==> src/rtl/ts_pid_pkg.sv <==
package ts_pid_pkg;

  localparam int unsigned MEM_DEPTH = 384;
  localparam int unsigned MEM_AW = $clog2(MEM_DEPTH);
  localparam int unsigned CFG_IDX_W = 3;
  localparam int unsigned CFG_DATA_W = 16;

  localparam logic [7:0] SYNC_BYTE = 8'h47;
  localparam logic [7:0] PACKET_BYTES = 8'd188;
  localparam logic [7:0] LAST_INDEX = 8'd187;
  localparam logic [2:0] MAX_EXTRA = 3'd4;
  localparam logic [MEM_AW-1:0] HALF_SIZE = MEM_AW'(192);

  localparam logic [15:0] SEARCH_LIMIT_RST = 16'd2048;
  localparam logic [15:0] SKIP_LIMIT_RST = 16'd6000;

  // command codes
  localparam logic [1:0] CMD_DATA = 2'd0;
  localparam logic [1:0] CMD_DRAIN = 2'd1;
  localparam logic [1:0] CMD_EOS = 2'd2;

  // status codes
  localparam logic [1:0] ST_PAYLOAD = 2'd0;
  localparam logic [1:0] ST_SYNC_LOST = 2'd1;
  localparam logic [1:0] ST_SKIP_LIMIT = 2'd2;
  localparam logic [1:0] ST_EOS = 2'd3;

  // register indexes
  localparam logic [CFG_IDX_W-1:0] REG_TARGET_PID = 3'd0;
  localparam logic [CFG_IDX_W-1:0] REG_PSI_MODE = 3'd1;
  localparam logic [CFG_IDX_W-1:0] REG_EXTRA_BYTES = 3'd2;
  localparam logic [CFG_IDX_W-1:0] REG_SEARCH_LIMIT = 3'd3;
  localparam logic [CFG_IDX_W-1:0] REG_SKIP_LIMIT = 3'd4;

  typedef struct packed {
    logic [1:0] command;
    logic [7:0] in_byte;
  } in_word_t;

  typedef struct packed {
    logic [1:0]  status;
    logic [7:0]  out_byte;
    logic        first_byte;
    logic        last_byte;
    logic        unit_start;
    logic [3:0]  continuity;
    logic [47:0] packet_position;
  } out_word_t;

  typedef struct packed {
    logic [12:0] target_pid;
    logic        psi_mode;
    logic [2:0]  extra_bytes;
    logic [15:0] search_limit;
    logic [15:0] skip_limit;
  } cfg_t;

  typedef struct packed {
    logic              en;
    logic [MEM_AW-1:0] addr;
    logic [7:0]        data;
  } mem_wr_t;

  typedef struct packed {
    logic      valid;
    out_word_t word;
  } result_t;

  function automatic logic [MEM_AW-1:0] mem_addr(input logic half, input logic [7:0] idx);
    mem_addr = MEM_AW'(idx) + (half ? HALF_SIZE : '0);
  endfunction

endpackage

==> src/rtl/ts_pid_store.sv <==
module ts_pid_store (
  input  logic                          clk,
  input  ts_pid_pkg::mem_wr_t           wr,
  input  logic [ts_pid_pkg::MEM_AW-1:0] rd_addr,
  output logic [7:0]                    rd_data
);

  logic [7:0] mem [0:ts_pid_pkg::MEM_DEPTH-1];
  logic [7:0] rd_data_r;

  always_ff @(posedge clk) begin
    if (wr.en) begin
      mem[wr.addr] <= wr.data;
    end
    rd_data_r <= mem[rd_addr];
  end

  assign rd_data = rd_data_r;

endmodule

==> src/rtl/ts_pid_parse.sv <==
module ts_pid_parse (
  input  logic                          clk,
  input  logic                          rst_n,
  input  ts_pid_pkg::cfg_t              cfg,
  input  logic                          step,
  input  ts_pid_pkg::in_word_t          word,
  input  logic [7:0]                    rd_data,
  output ts_pid_pkg::mem_wr_t           wr,
  output logic [ts_pid_pkg::MEM_AW-1:0] rd_addr,
  output ts_pid_pkg::result_t           res
);

  typedef enum logic [1:0] {
    PH_HUNT    = 2'b01,
    PH_COLLECT = 2'b10
  } phase_t;

  phase_t      phase_r, phase_nxt;
  logic [7:0]  idx_r, idx_nxt;
  logic [15:0] search_r, search_nxt;
  logic [15:0] skip_r, skip_nxt;
  logic [47:0] offset_r, offset_nxt;
  logic [7:0]  ptr_r, ptr_nxt;
  logic        fill_half_r, fill_half_nxt;

  logic [47:0] fill_pos_r, fill_pos_nxt;
  logic [7:0]  hb1_r, hb1_nxt, hb2_r, hb2_nxt, hb3_r, hb3_nxt, hb4_r, hb4_nxt;
  logic [7:0]  emit_start_r, emit_start_nxt;
  logic [3:0]  emit_cc_r, emit_cc_nxt;
  logic        emit_pusi_r, emit_pusi_nxt;
  logic [47:0] emit_pos_r, emit_pos_nxt;

  logic        have;
  logic        evt_hit;
  logic [1:0]  evt;
  logic [2:0]  extra_eff;
  logic [7:0]  extra_end;
  logic        search_hit;
  logic        skip_hit;
  logic [8:0]  start_w;
  logic        deliver;

  always_comb begin
    phase_nxt      = phase_r;
    idx_nxt        = idx_r;
    search_nxt     = search_r;
    skip_nxt       = skip_r;
    offset_nxt     = offset_r;
    ptr_nxt        = ptr_r;
    fill_half_nxt  = fill_half_r;
    fill_pos_nxt   = fill_pos_r;
    hb1_nxt        = hb1_r;
    hb2_nxt        = hb2_r;
    hb3_nxt        = hb3_r;
    hb4_nxt        = hb4_r;
    emit_start_nxt = emit_start_r;
    emit_cc_nxt    = emit_cc_r;
    emit_pusi_nxt  = emit_pusi_r;
    emit_pos_nxt   = emit_pos_r;
    wr             = '0;
    res            = '0;
    evt_hit        = 1'b0;
    evt            = ts_pid_pkg::ST_PAYLOAD;

    have       = (ptr_r != 8'd0) && (ptr_r < ts_pid_pkg::PACKET_BYTES);
    extra_eff  = (cfg.extra_bytes > ts_pid_pkg::MAX_EXTRA) ? ts_pid_pkg::MAX_EXTRA
                                                           : cfg.extra_bytes;
    extra_end  = ts_pid_pkg::PACKET_BYTES + 8'(extra_eff);
    search_hit = search_r >= cfg.search_limit;
    skip_hit   = skip_r >= cfg.skip_limit;
    start_w    = (hb3_r[5] || cfg.psi_mode) ? (9'd5 + 9'(hb4_r)) : 9'd4;
    deliver    = ({hb1_r[4:0], hb2_r} == cfg.target_pid) && hb3_r[4] &&
                 (start_w < 9'(ts_pid_pkg::PACKET_BYTES));

    if (step) begin
      ptr_nxt = have ? ((ptr_r == ts_pid_pkg::LAST_INDEX) ? 8'd0 : ptr_r + 8'd1) : 8'd0;
      case (word.command)
        ts_pid_pkg::CMD_DATA: begin
          offset_nxt = offset_r + 48'd1;
          if (phase_r != PH_COLLECT) begin
            if (word.in_byte == ts_pid_pkg::SYNC_BYTE) begin
              phase_nxt    = PH_COLLECT;
              idx_nxt      = 8'd1;
              fill_pos_nxt = offset_r;
            end else if (search_hit) begin
              search_nxt = '0;
              skip_nxt   = '0;
              phase_nxt  = PH_HUNT;
              idx_nxt    = '0;
              evt_hit    = 1'b1;
              evt        = ts_pid_pkg::ST_SYNC_LOST;
            end else begin
              search_nxt = search_r + 16'd1;
            end
          end else if (idx_r < ts_pid_pkg::PACKET_BYTES) begin
            wr.en   = 1'b1;
            wr.addr = ts_pid_pkg::mem_addr(fill_half_r, idx_r);
            wr.data = word.in_byte;
            idx_nxt = idx_r + 8'd1;
            if (idx_r == 8'd1) hb1_nxt = word.in_byte;
            if (idx_r == 8'd2) hb2_nxt = word.in_byte;
            if (idx_r == 8'd3) hb3_nxt = word.in_byte;
            if (idx_r == 8'd4) hb4_nxt = word.in_byte;
          end else if (idx_r < extra_end) begin
            idx_nxt = idx_r + 8'd1;
          end else if (word.in_byte == ts_pid_pkg::SYNC_BYTE) begin
            if (skip_hit) begin
              search_nxt = '0;
              skip_nxt   = '0;
              evt_hit    = 1'b1;
              evt        = ts_pid_pkg::ST_SKIP_LIMIT;
            end else begin
              skip_nxt   = skip_r + 16'd1;
              search_nxt = '0;
              if (deliver) begin
                emit_start_nxt = start_w[7:0];
                emit_cc_nxt    = hb3_r[3:0];
                emit_pusi_nxt  = hb1_r[6];
                emit_pos_nxt   = fill_pos_r;
                ptr_nxt        = start_w[7:0];
                fill_half_nxt  = ~fill_half_r;
                skip_nxt       = '0;
              end
            end
            phase_nxt    = PH_COLLECT;
            idx_nxt      = 8'd1;
            fill_pos_nxt = offset_r;
          end else begin
            phase_nxt = PH_HUNT;
            idx_nxt   = '0;
            if (search_hit) begin
              search_nxt = '0;
              skip_nxt   = '0;
              evt_hit    = 1'b1;
              evt        = ts_pid_pkg::ST_SYNC_LOST;
            end else begin
              search_nxt = search_r + 16'd1;
            end
          end
        end
        ts_pid_pkg::CMD_EOS: begin
          search_nxt = '0;
          skip_nxt   = '0;
          phase_nxt  = PH_HUNT;
          idx_nxt    = '0;
          evt_hit    = 1'b1;
          evt        = ts_pid_pkg::ST_EOS;
        end
        default: begin
        end
      endcase

      if (evt_hit) begin
        ptr_nxt          = 8'd0;
        res.valid        = 1'b1;
        res.word.status  = evt;
      end else if (have) begin
        res.valid                = 1'b1;
        res.word.status          = ts_pid_pkg::ST_PAYLOAD;
        res.word.out_byte        = rd_data;
        res.word.first_byte      = (ptr_r == emit_start_r);
        res.word.last_byte       = (ptr_r == ts_pid_pkg::LAST_INDEX);
        res.word.unit_start      = emit_pusi_r;
        res.word.continuity      = emit_cc_r;
        res.word.packet_position = emit_pos_r;
      end
    end

    // prefetch the byte that the next word will emit
    rd_addr = ts_pid_pkg::mem_addr(~fill_half_nxt, ptr_nxt);
  end

  always_ff @(posedge clk) begin
    if (!rst_n) begin
      phase_r     <= PH_HUNT;
      idx_r       <= '0;
      search_r    <= '0;
      skip_r      <= '0;
      offset_r    <= '0;
      ptr_r       <= '0;
      fill_half_r <= 1'b0;
    end else begin
      phase_r     <= phase_nxt;
      idx_r       <= idx_nxt;
      search_r    <= search_nxt;
      skip_r      <= skip_nxt;
      offset_r    <= offset_nxt;
      ptr_r       <= ptr_nxt;
      fill_half_r <= fill_half_nxt;
    end
  end

  always_ff @(posedge clk) begin
    fill_pos_r   <= fill_pos_nxt;
    hb1_r        <= hb1_nxt;
    hb2_r        <= hb2_nxt;
    hb3_r        <= hb3_nxt;
    hb4_r        <= hb4_nxt;
    emit_start_r <= emit_start_nxt;
    emit_cc_r    <= emit_cc_nxt;
    emit_pusi_r  <= emit_pusi_nxt;
    emit_pos_r   <= emit_pos_nxt;
  end

endmodule

==> src/rtl/ts_packet_pid_filter_core.sv <==
// Transport-stream PID filter. Takes one stream word per clock (data byte, drain tick or end of
// stream) unless the receiver stalls, and returns at most one result word per input word: a
// payload byte of a confirmed packet on the configured PID, or a sync-lost, skip-limit or
// end-of-stream status. Sustained rate is one input word per clock while out_stall is low. A
// result word passes the input register and the single-pass parse step into the result register.
// Packets are collected into one half of a 384-byte double buffer while the previous packet's
// payload is read from the other half; the next byte's read is prefetched, so the memory port
// never limits the rate. No byte is emitted before it is written: no clearing after reset is needed.
// The user must write configuration only while the block idles; the block does not enforce it.
module ts_packet_pid_filter_core (
  input  logic                              clk,
  input  logic                              rst_n,
  input  logic                              in_valid,
  output logic                              in_stall,
  input  ts_pid_pkg::in_word_t              in_word,
  output logic                              out_valid,
  input  logic                              out_stall,
  output ts_pid_pkg::out_word_t             out_word,
  input  logic                              cfg_we,
  input  logic [ts_pid_pkg::CFG_IDX_W-1:0]  cfg_index,
  input  logic [ts_pid_pkg::CFG_DATA_W-1:0] cfg_wdata
);

  ts_pid_pkg::cfg_t                cfg_r;
  logic                            in_valid_r;
  ts_pid_pkg::in_word_t            in_word_r;
  logic                            out_valid_r;
  ts_pid_pkg::out_word_t           out_word_r;
  logic                            go;
  ts_pid_pkg::mem_wr_t             wr;
  logic [ts_pid_pkg::MEM_AW-1:0]   rd_addr;
  logic [7:0]                      rd_data;
  ts_pid_pkg::result_t             res;

  assign go       = in_valid_r && (!out_valid_r || !out_stall);
  assign in_stall = in_valid_r && !go;

  always_ff @(posedge clk) begin
    if (!rst_n) begin
      cfg_r.target_pid   <= '0;
      cfg_r.psi_mode     <= 1'b0;
      cfg_r.extra_bytes  <= '0;
      cfg_r.search_limit <= ts_pid_pkg::SEARCH_LIMIT_RST;
      cfg_r.skip_limit   <= ts_pid_pkg::SKIP_LIMIT_RST;
    end else if (cfg_we) begin
      case (cfg_index)
        ts_pid_pkg::REG_TARGET_PID:   cfg_r.target_pid   <= cfg_wdata[12:0];
        ts_pid_pkg::REG_PSI_MODE:     cfg_r.psi_mode     <= cfg_wdata[0];
        ts_pid_pkg::REG_EXTRA_BYTES:  cfg_r.extra_bytes  <= cfg_wdata[2:0];
        ts_pid_pkg::REG_SEARCH_LIMIT: cfg_r.search_limit <= cfg_wdata;
        ts_pid_pkg::REG_SKIP_LIMIT:   cfg_r.skip_limit   <= cfg_wdata;
        default: begin
        end
      endcase
    end
  end

  // input register
  always_ff @(posedge clk) begin
    if (!rst_n) begin
      in_valid_r <= 1'b0;
    end else if (!in_stall) begin
      in_valid_r <= in_valid;
    end
  end

  always_ff @(posedge clk) begin
    if (!in_stall && in_valid) begin
      in_word_r <= in_word;
    end
  end

  // result register
  always_ff @(posedge clk) begin
    if (!rst_n) begin
      out_valid_r <= 1'b0;
    end else if (go) begin
      out_valid_r <= res.valid;
    end else if (!out_stall) begin
      out_valid_r <= 1'b0;
    end
  end

  always_ff @(posedge clk) begin
    if (go && res.valid) begin
      out_word_r <= res.word;
    end
  end

  assign out_valid = out_valid_r;
  assign out_word  = out_word_r;

  ts_pid_parse u_parse (
    .clk     (clk),
    .rst_n   (rst_n),
    .cfg     (cfg_r),
    .step    (go),
    .word    (in_word_r),
    .rd_data (rd_data),
    .wr      (wr),
    .rd_addr (rd_addr),
    .res     (res)
  );

  ts_pid_store u_store (
    .clk     (clk),
    .wr      (wr),
    .rd_addr (rd_addr),
    .rd_data (rd_data)
  );

`ifndef ASSERT_OFF
  a_status_fields_zero: assert property (@(posedge clk) disable iff (!rst_n)
    (out_valid && (out_word.status != ts_pid_pkg::ST_PAYLOAD)) |->
      (out_word.out_byte == 8'd0) && !out_word.first_byte && !out_word.last_byte &&
      !out_word.unit_start && (out_word.continuity == 4'd0) &&
      (out_word.packet_position == 48'd0))
    else $error("status word carries nonzero payload fields");

  a_stall_only_on_backup: assert property (@(posedge clk) disable iff (!rst_n)
    in_stall |-> (out_valid && out_stall))
    else $error("input stalled while result register can drain");

  a_reset_clears_out: assert property (@(posedge clk)
    !rst_n |=> !out_valid)
    else $error("result valid right after reset");
`endif

endmodule

==> config.mk <==
export PLATFORM = sky130hd
export DESIGN_NAME = ts_packet_pid_filter_core
export DESIGN_NICKNAME = d
export VERILOG_FILES = /design/src/rtl/ts_pid_pkg.sv /design/src/rtl/ts_pid_store.sv /design/src/rtl/ts_pid_parse.sv /design/src/rtl/ts_packet_pid_filter_core.sv
export SDC_FILE = /design/constraint.sdc
export NUM_CORES = 2
export LEC_CHECK = 0
export BUFFER_PORTS_ARGS = -buffer_cell sky130_fd_sc_hd__buf_4
export CORE_ASPECT_RATIO = 1.1
export CORE_MARGIN = 2
export CORE_UTILIZATION = 45
export DETAILED_ROUTE_END_ITERATION = 8
export PLACE_DENSITY = 0.65
export SETUP_SLACK_MARGIN = 0.4
export SYNTH_ARGS = -nofsm -noshare
export SYNTH_HDL_FRONTEND = slang
export SYNTH_SLANG_ARGS = --single-unit
==> constraint.sdc <==
create_clock -name clk -period 10.74 [get_ports clk]
set_input_delay 1.074 -clock clk [delete_from_list [all_inputs] [get_ports clk]]
set_output_delay 1.074 -clock clk [all_outputs]
set_load 0.02 [all_outputs]
# Word level (Yosys, flattened, before mapping)
# Memories as Yosys holds them, arrays and structs flattened. A register that Yosys moved wholly into a read port is not among the register bits.
# Cells that the tools add are included.
# op_classes
n_addsub	9
eq_ne	21
bitwise	7
n_lt_le_gt_ge	7
muxes	86
reduce_logical	33
# ops
cell	n
$mux 16	14
$mux 48	4
$mux 8	18
$mux 66	2
$mux 18	4
$pmux 16 s2	2
$mux 63	1
$add 48x1->48 const B	1
$add 16x1->16 const B	2
$ge 16x16->1	2
$reduce_and 5->1	6
$mux 2	12
$mux 1	22
$add 8x9->9	2
$add 8x1->8 const B	2
$eq 8x2->1 const B	2
$lt 8x8->1 const B	2
$pmux 8 s2	1
$eq 13x13->1	1
$reduce_and 2->1	6
$add 3x8->9 const A	1
$lt 9x8->1 const B	1
$mux 9	1
$add 8x3->8 const A	1
other kinds (31)	53
# totals
register_bits	363
word_cells	196
n_memories	1
ram_bits	3072
# memory_table
memory	words	word_bits	rd	rd_ports_with_merged_regs	wr	line	rtl
u_store.mem	384	8	1	1	1	ts_pid_store.sv:8	logic [7:0] mem [0:ts_pid_pkg::MEM_DEPTH-1];

# Depth between registers and ports, before layout
# logic_depth
depth_word	14
mapped_depth	24
ltp_nobuf	19

# By module
# From an unflattened synthesis, not the netlist that was laid out.
# unflattened
hier_cells	6777
hier_area_um2	135304.8
# modules_own_cells
module	seq_area_each_um2	area_per_inst_um2	cells_per_inst	instances
ts_pid_store	92408.6	119445.8	5415	1
ts_pid_parse	6095.8	11573.6	1088	1
ts_packet_pid_filter_core	3273.1	4285.4	274	1

# Least setup slack after synthesis
# OpenSTA, ideal clock, no wires.
# synth_path
path_kind	in2reg
from	in out_stall
to	mem u_store.mem[0][0] (data pin)
required_ns	9.536
arrival_ns	7.157
slack_ns	2.380
cell_stages	7
setup_time_ns	1.204
path_buffers	3
cell_sequence	nand2_1 -> nand2_1 -> clkbuf_1 -> buf_1 -> nor3_1 -> clkbuf_1 -> and2_1
# synth_lines
item	line	rtl
start, declared	ts_packet_pid_filter_core.sv:17	input logic out_stall,
end, declared	ts_pid_store.sv:8	

# Worst setup path after layout
# layout_path
from	reg u_parse.search_r[0]
to	reg u_store.rd_data_r[0], in the netlist u_store.rd_data[0] (read register of u_store.mem)
# layout_via
elab_chain_len	11
# layout_rtl
item	line	rtl
start, declared	ts_pid_parse.sv:20	logic [15:0] search_r, search_nxt;
start signal, assigned	ts_pid_parse.sv:185	search_r <= search_nxt;
$ge 16x16->1 (*)	ts_pid_parse.sv:69	search_hit = search_r >= cfg.search_limit;
$mux 1 (*)	ts_pid_parse.sv:85, ts_pid_parse.sv:131	
$mux 1	ts_pid_parse.sv:106	end else if (word.in_byte == ts_pid_pkg::SYNC_BYTE) begin
$mux 1	ts_pid_parse.sv:104	end else if (idx_r < extra_end) begin
$mux 1	ts_pid_parse.sv:95	end else if (idx_r < ts_pid_pkg::PACKET_BYTES) begin
$mux 1 (*)	ts_pid_parse.sv:80	if (phase_r != PH_COLLECT) begin
$pmux 1 s2 (*)	ts_pid_parse.sv:77	case (word.command)
$mux 1 (*)	ts_pid_parse.sv:75	if (step) begin
$mux 8 (*)	ts_pid_parse.sv:153	if (evt_hit) begin
$mux 8 (*)	ts_pid_parse.sv:75	
$add 8x9->9 (*)	ts_pid_pkg.sv:70	mem_addr = MEM_AW'(idx) + (half ? HALF_SIZE : '0);
end, declared	ts_pid_store.sv:9	logic [7:0] rd_data_r;
# Mark *: on every way between the ends. The rest lies on a longest branch, timed or not. The select of a mux whose other input is x is not followed.
# A chain may end at the register's enable or synchronous reset.

==> flow_metrics.env <==
export IMPL_fin_crit_ns=7.34
export IMPL_arrival_ns=8.11
export IMPL_wl_met3_um=52600
export IMPL_max_freq_ghz=0.136
export IMPL_cts_tree="done"
export IMPL_worstSetupPathType="flip-flop to flip-flop"
export IMPL_placementRows=213
export IMPL_final_max_slew_viol_count=0
export IMPL_skew_ns=0.0845
export IMPL_worst_setup_path_start_kind="flip-flop"
export IMPL_final_cells=14300
export IMPL_fin_crit_sh_pct=68.3
export IMPL_num_vias=89300
export IMPL_cts_buffers=343
export IMPL_drt_met1_wl_um=152000
export IMPL_fp_dieH_um=585
export IMPL_power_density_nw_per_um2=180
export IMPL_viasPerCell=6.25
export IMPL_portBuffers=100
export IMPL_mostFrequentLayoutCells="3284 x edfxtp_1, 2126 x nand2_1, 532 x nand3_1"
export IMPL_ys_seq_area_share_pct=73.6
export IMPL_clockBufferDepth=4
export IMPL_violations="DRC"
export IMPL_synth_seq_cells=3442
export IMPL_cts_resized=0
export IMPL_cts_max_level=5
export IMPL_synth_edff_count=3284
export IMPL_wl_per_cell_um=29.6
export IMPL_worstSetupEndpointType="flip-flop"
export IMPL_worst_path_max_fanout=104
export IMPL_chipWidth_um=533
export IMPL_clk_pin_slew_ns=0.06
export IMPL_place_gp_congestion=0.908
export IMPL_drt_antenna_violating_nets=0
export IMPL_layout_commonest_cell="edfxtp_1"
export IMPL_drive_above_1_share_pct=9.26
export IMPL_clkSinkCount=3442
export IMPL_drt_iter0_markers=13900
export IMPL_max_cap_viol_count=0
export IMPL_ys_warn_count=0
export IMPL_ys_types=90
export IMPL_root_buffer="clkbuf_16"
export IMPL_grt_ovfl_total=0
export IMPL_hold_buffers=0
export IMPL_postCtsSetupBuffers=0
export IMPL_wl_met2_um=193000
export IMPL_syn_num_nets=10000
export IMPL_hold_viol=0
export IMPL_maxSlewHeadroom_pct=9.93
export IMPL_setup_viol=0
export IMPL_synthCells=9958
export IMPL_fin_nets=9996
export IMPL_start_util_pct=45.2
export IMPL_tns_ns=0
export IMPL_antenna_found_initial=34
export IMPL_grt_pass1_wl_um=605000
export IMPL_boundaryPins=101
export IMPL_topRoutingLayerUsed="met5"
export IMPL_insertion_delay_ns=0.93
export IMPL_holdWs_ns=0.358
export IMPL_status="finished, violations left"
export IMPL_p_leak_nw=47.3
export IMPL_crit_required_ns=11.51
export IMPL_grt_pass1_vias=84400
export IMPL_rsz0062_at_grt="false"
export IMPL_hp_class="primary input to flip-flop"
export IMPL_drc=4
export IMPL_drt_total_wl_um=423000
export IMPL_dp_hpwl_um=244000
export IMPL_grt_usage_pct=26.4
export IMPL_peakVddDrop_v=0.000138
export IMPL_area_growth_pct=11.1
export IMPL_netlist_area_um2=138000
export IMPL_dieArea_um2=312000
export IMPL_tightest_slew_ns=1.35
export IMPL_synthFlopType="edfxtp_1"
export IMPL_drtPass1Iterations=9
export IMPL_async_reset_ff_share_pct=0
export IMPL_grt_max_degree=197
export IMPL_core_um2=306000
export IMPL_avgSynthCellArea_um2=13.9
export IMPL_dp_cells=13700
## power by group
part	leakage, nW	total, mW	internal (mW)	switching [mW]
Clock	5.34	11.8	6.76	5.08
Sequential	24.4	14.5	14.5	0.0240
Combinational	17.6	1.31	0.421	0.888
Total	47.3	27.7	21.7	5.99
## per-layer routing
metal	track usage, %	up-vias
li1	-	37500
met1	34.7	44500
met2	40.9	6130
met3	6.24	1149
met4	14.2	16
met5	0	-
## kinds of logic after synthesis
family | count (synthesis) | synth area share, %
flip-flops | 3442 | 73.6
AND/OR/NAND/NOR | 3999 | 12.9
multiplexers | 293 | 2.93
AO/OA/AOI/OAI | 1375 | 7.04
adder cells (fa/ha/maj) | 52 | 0.481
XOR/XNOR | 82 | 0.519
buffers and inverters | 715 | 2.59
## critical path, cell delays in order, from the launching register on
cell	delay, ns
dfxtp_1	0.40
inv_1	0.07
ha_1	0.28
or3b_2	0.47
o2111ai_1	0.13
a31oi_1	0.11
o21ai_0	0.58
a211o_1	0.30
and3_4	0.62
nand2_8	0.44
buf_12	0.50
buf_4	0.43
a211oi_1	0.54
a311oi_1	0.11
o21ai_0	0.58
o2111ai_1	0.26
nand4_1	0.47
o211a_1	0.42
o211ai_1	0.13
## state kept, by name (all words and copies together), names as in the netlist, 10 cells and up
register	flops
out_word	65
in_word_r	10
u_parse.emit_pos_r	48
cfg_r	49
u_parse.fill_pos_r	48
u_store.mem	3072
u_parse.offset_r	48
u_parse.search_r	16
u_parse.skip_r	16
## cell type report
cell class                 count  area, µm²
tap                         4085       5110
clock buffer                 434       9170
fill                       25400     152000
clock inverter               186       1780
inverter                      51        191
antenna                       23       57.6
timing repair buffer         271       2410
multi-input combinational   5801      33300
sequential                  3442     102000
## cell usage after synthesis, types with 71 or more instances
cell	instances	share of area (%)
a32oi_1	71	0.45
mux4_2	85	1.4
nand2_1	2144	5.8
a311oi_1	152	0.96
a211oi_1	255	1.4
a21oi_1	169	0.61
nand3_1	533	1.9
o21ai_0	120	0.43
nor2_1	500	1.4
a31oi_1	256	1.2
mux2i_1	198	1.4
dfxtp_1	158	2.3
and3_1	387	1.8
clkbuf_1	240	0.65
buf_2	288	1.0
edfxtp_1	3284	71
and2_1	134	0.61
nand4_1	95	0.43
buf_4	95	0.52
## path summary, 6_finish.rpt
path | start | to | slack (ns) | cells past startpoint
setup / recovery | u_parse.search_r[0] | u_store.rd_data[0] | 3.40 | 18
hold / removal | in_word[8] | in_word_r[8] | 0.36 | 1
setup reg to reg | u_parse.search_r[0] | u_store.rd_data[0] | 3.40 | 18
hold reg to reg | u_parse.fill_pos_r[41] | u_parse.emit_pos_r[41] | 0.42 | 0
## per-stage QoR
step	area [µm²]	total power [mW]	utilization, %	setup WS (ns)
after detailed placement	143000	16.1	46.7	3.65
after floorplan	138000	15.7	-	2.38
after CTS	154000	27.7	50.2	3.63
after global placement	143000	16.1	46.7	3.56
after global routing	154000	28.4	50.2	3.38
final	154000	27.7	50.3	3.40
Power figures use the tool's default switching activity.
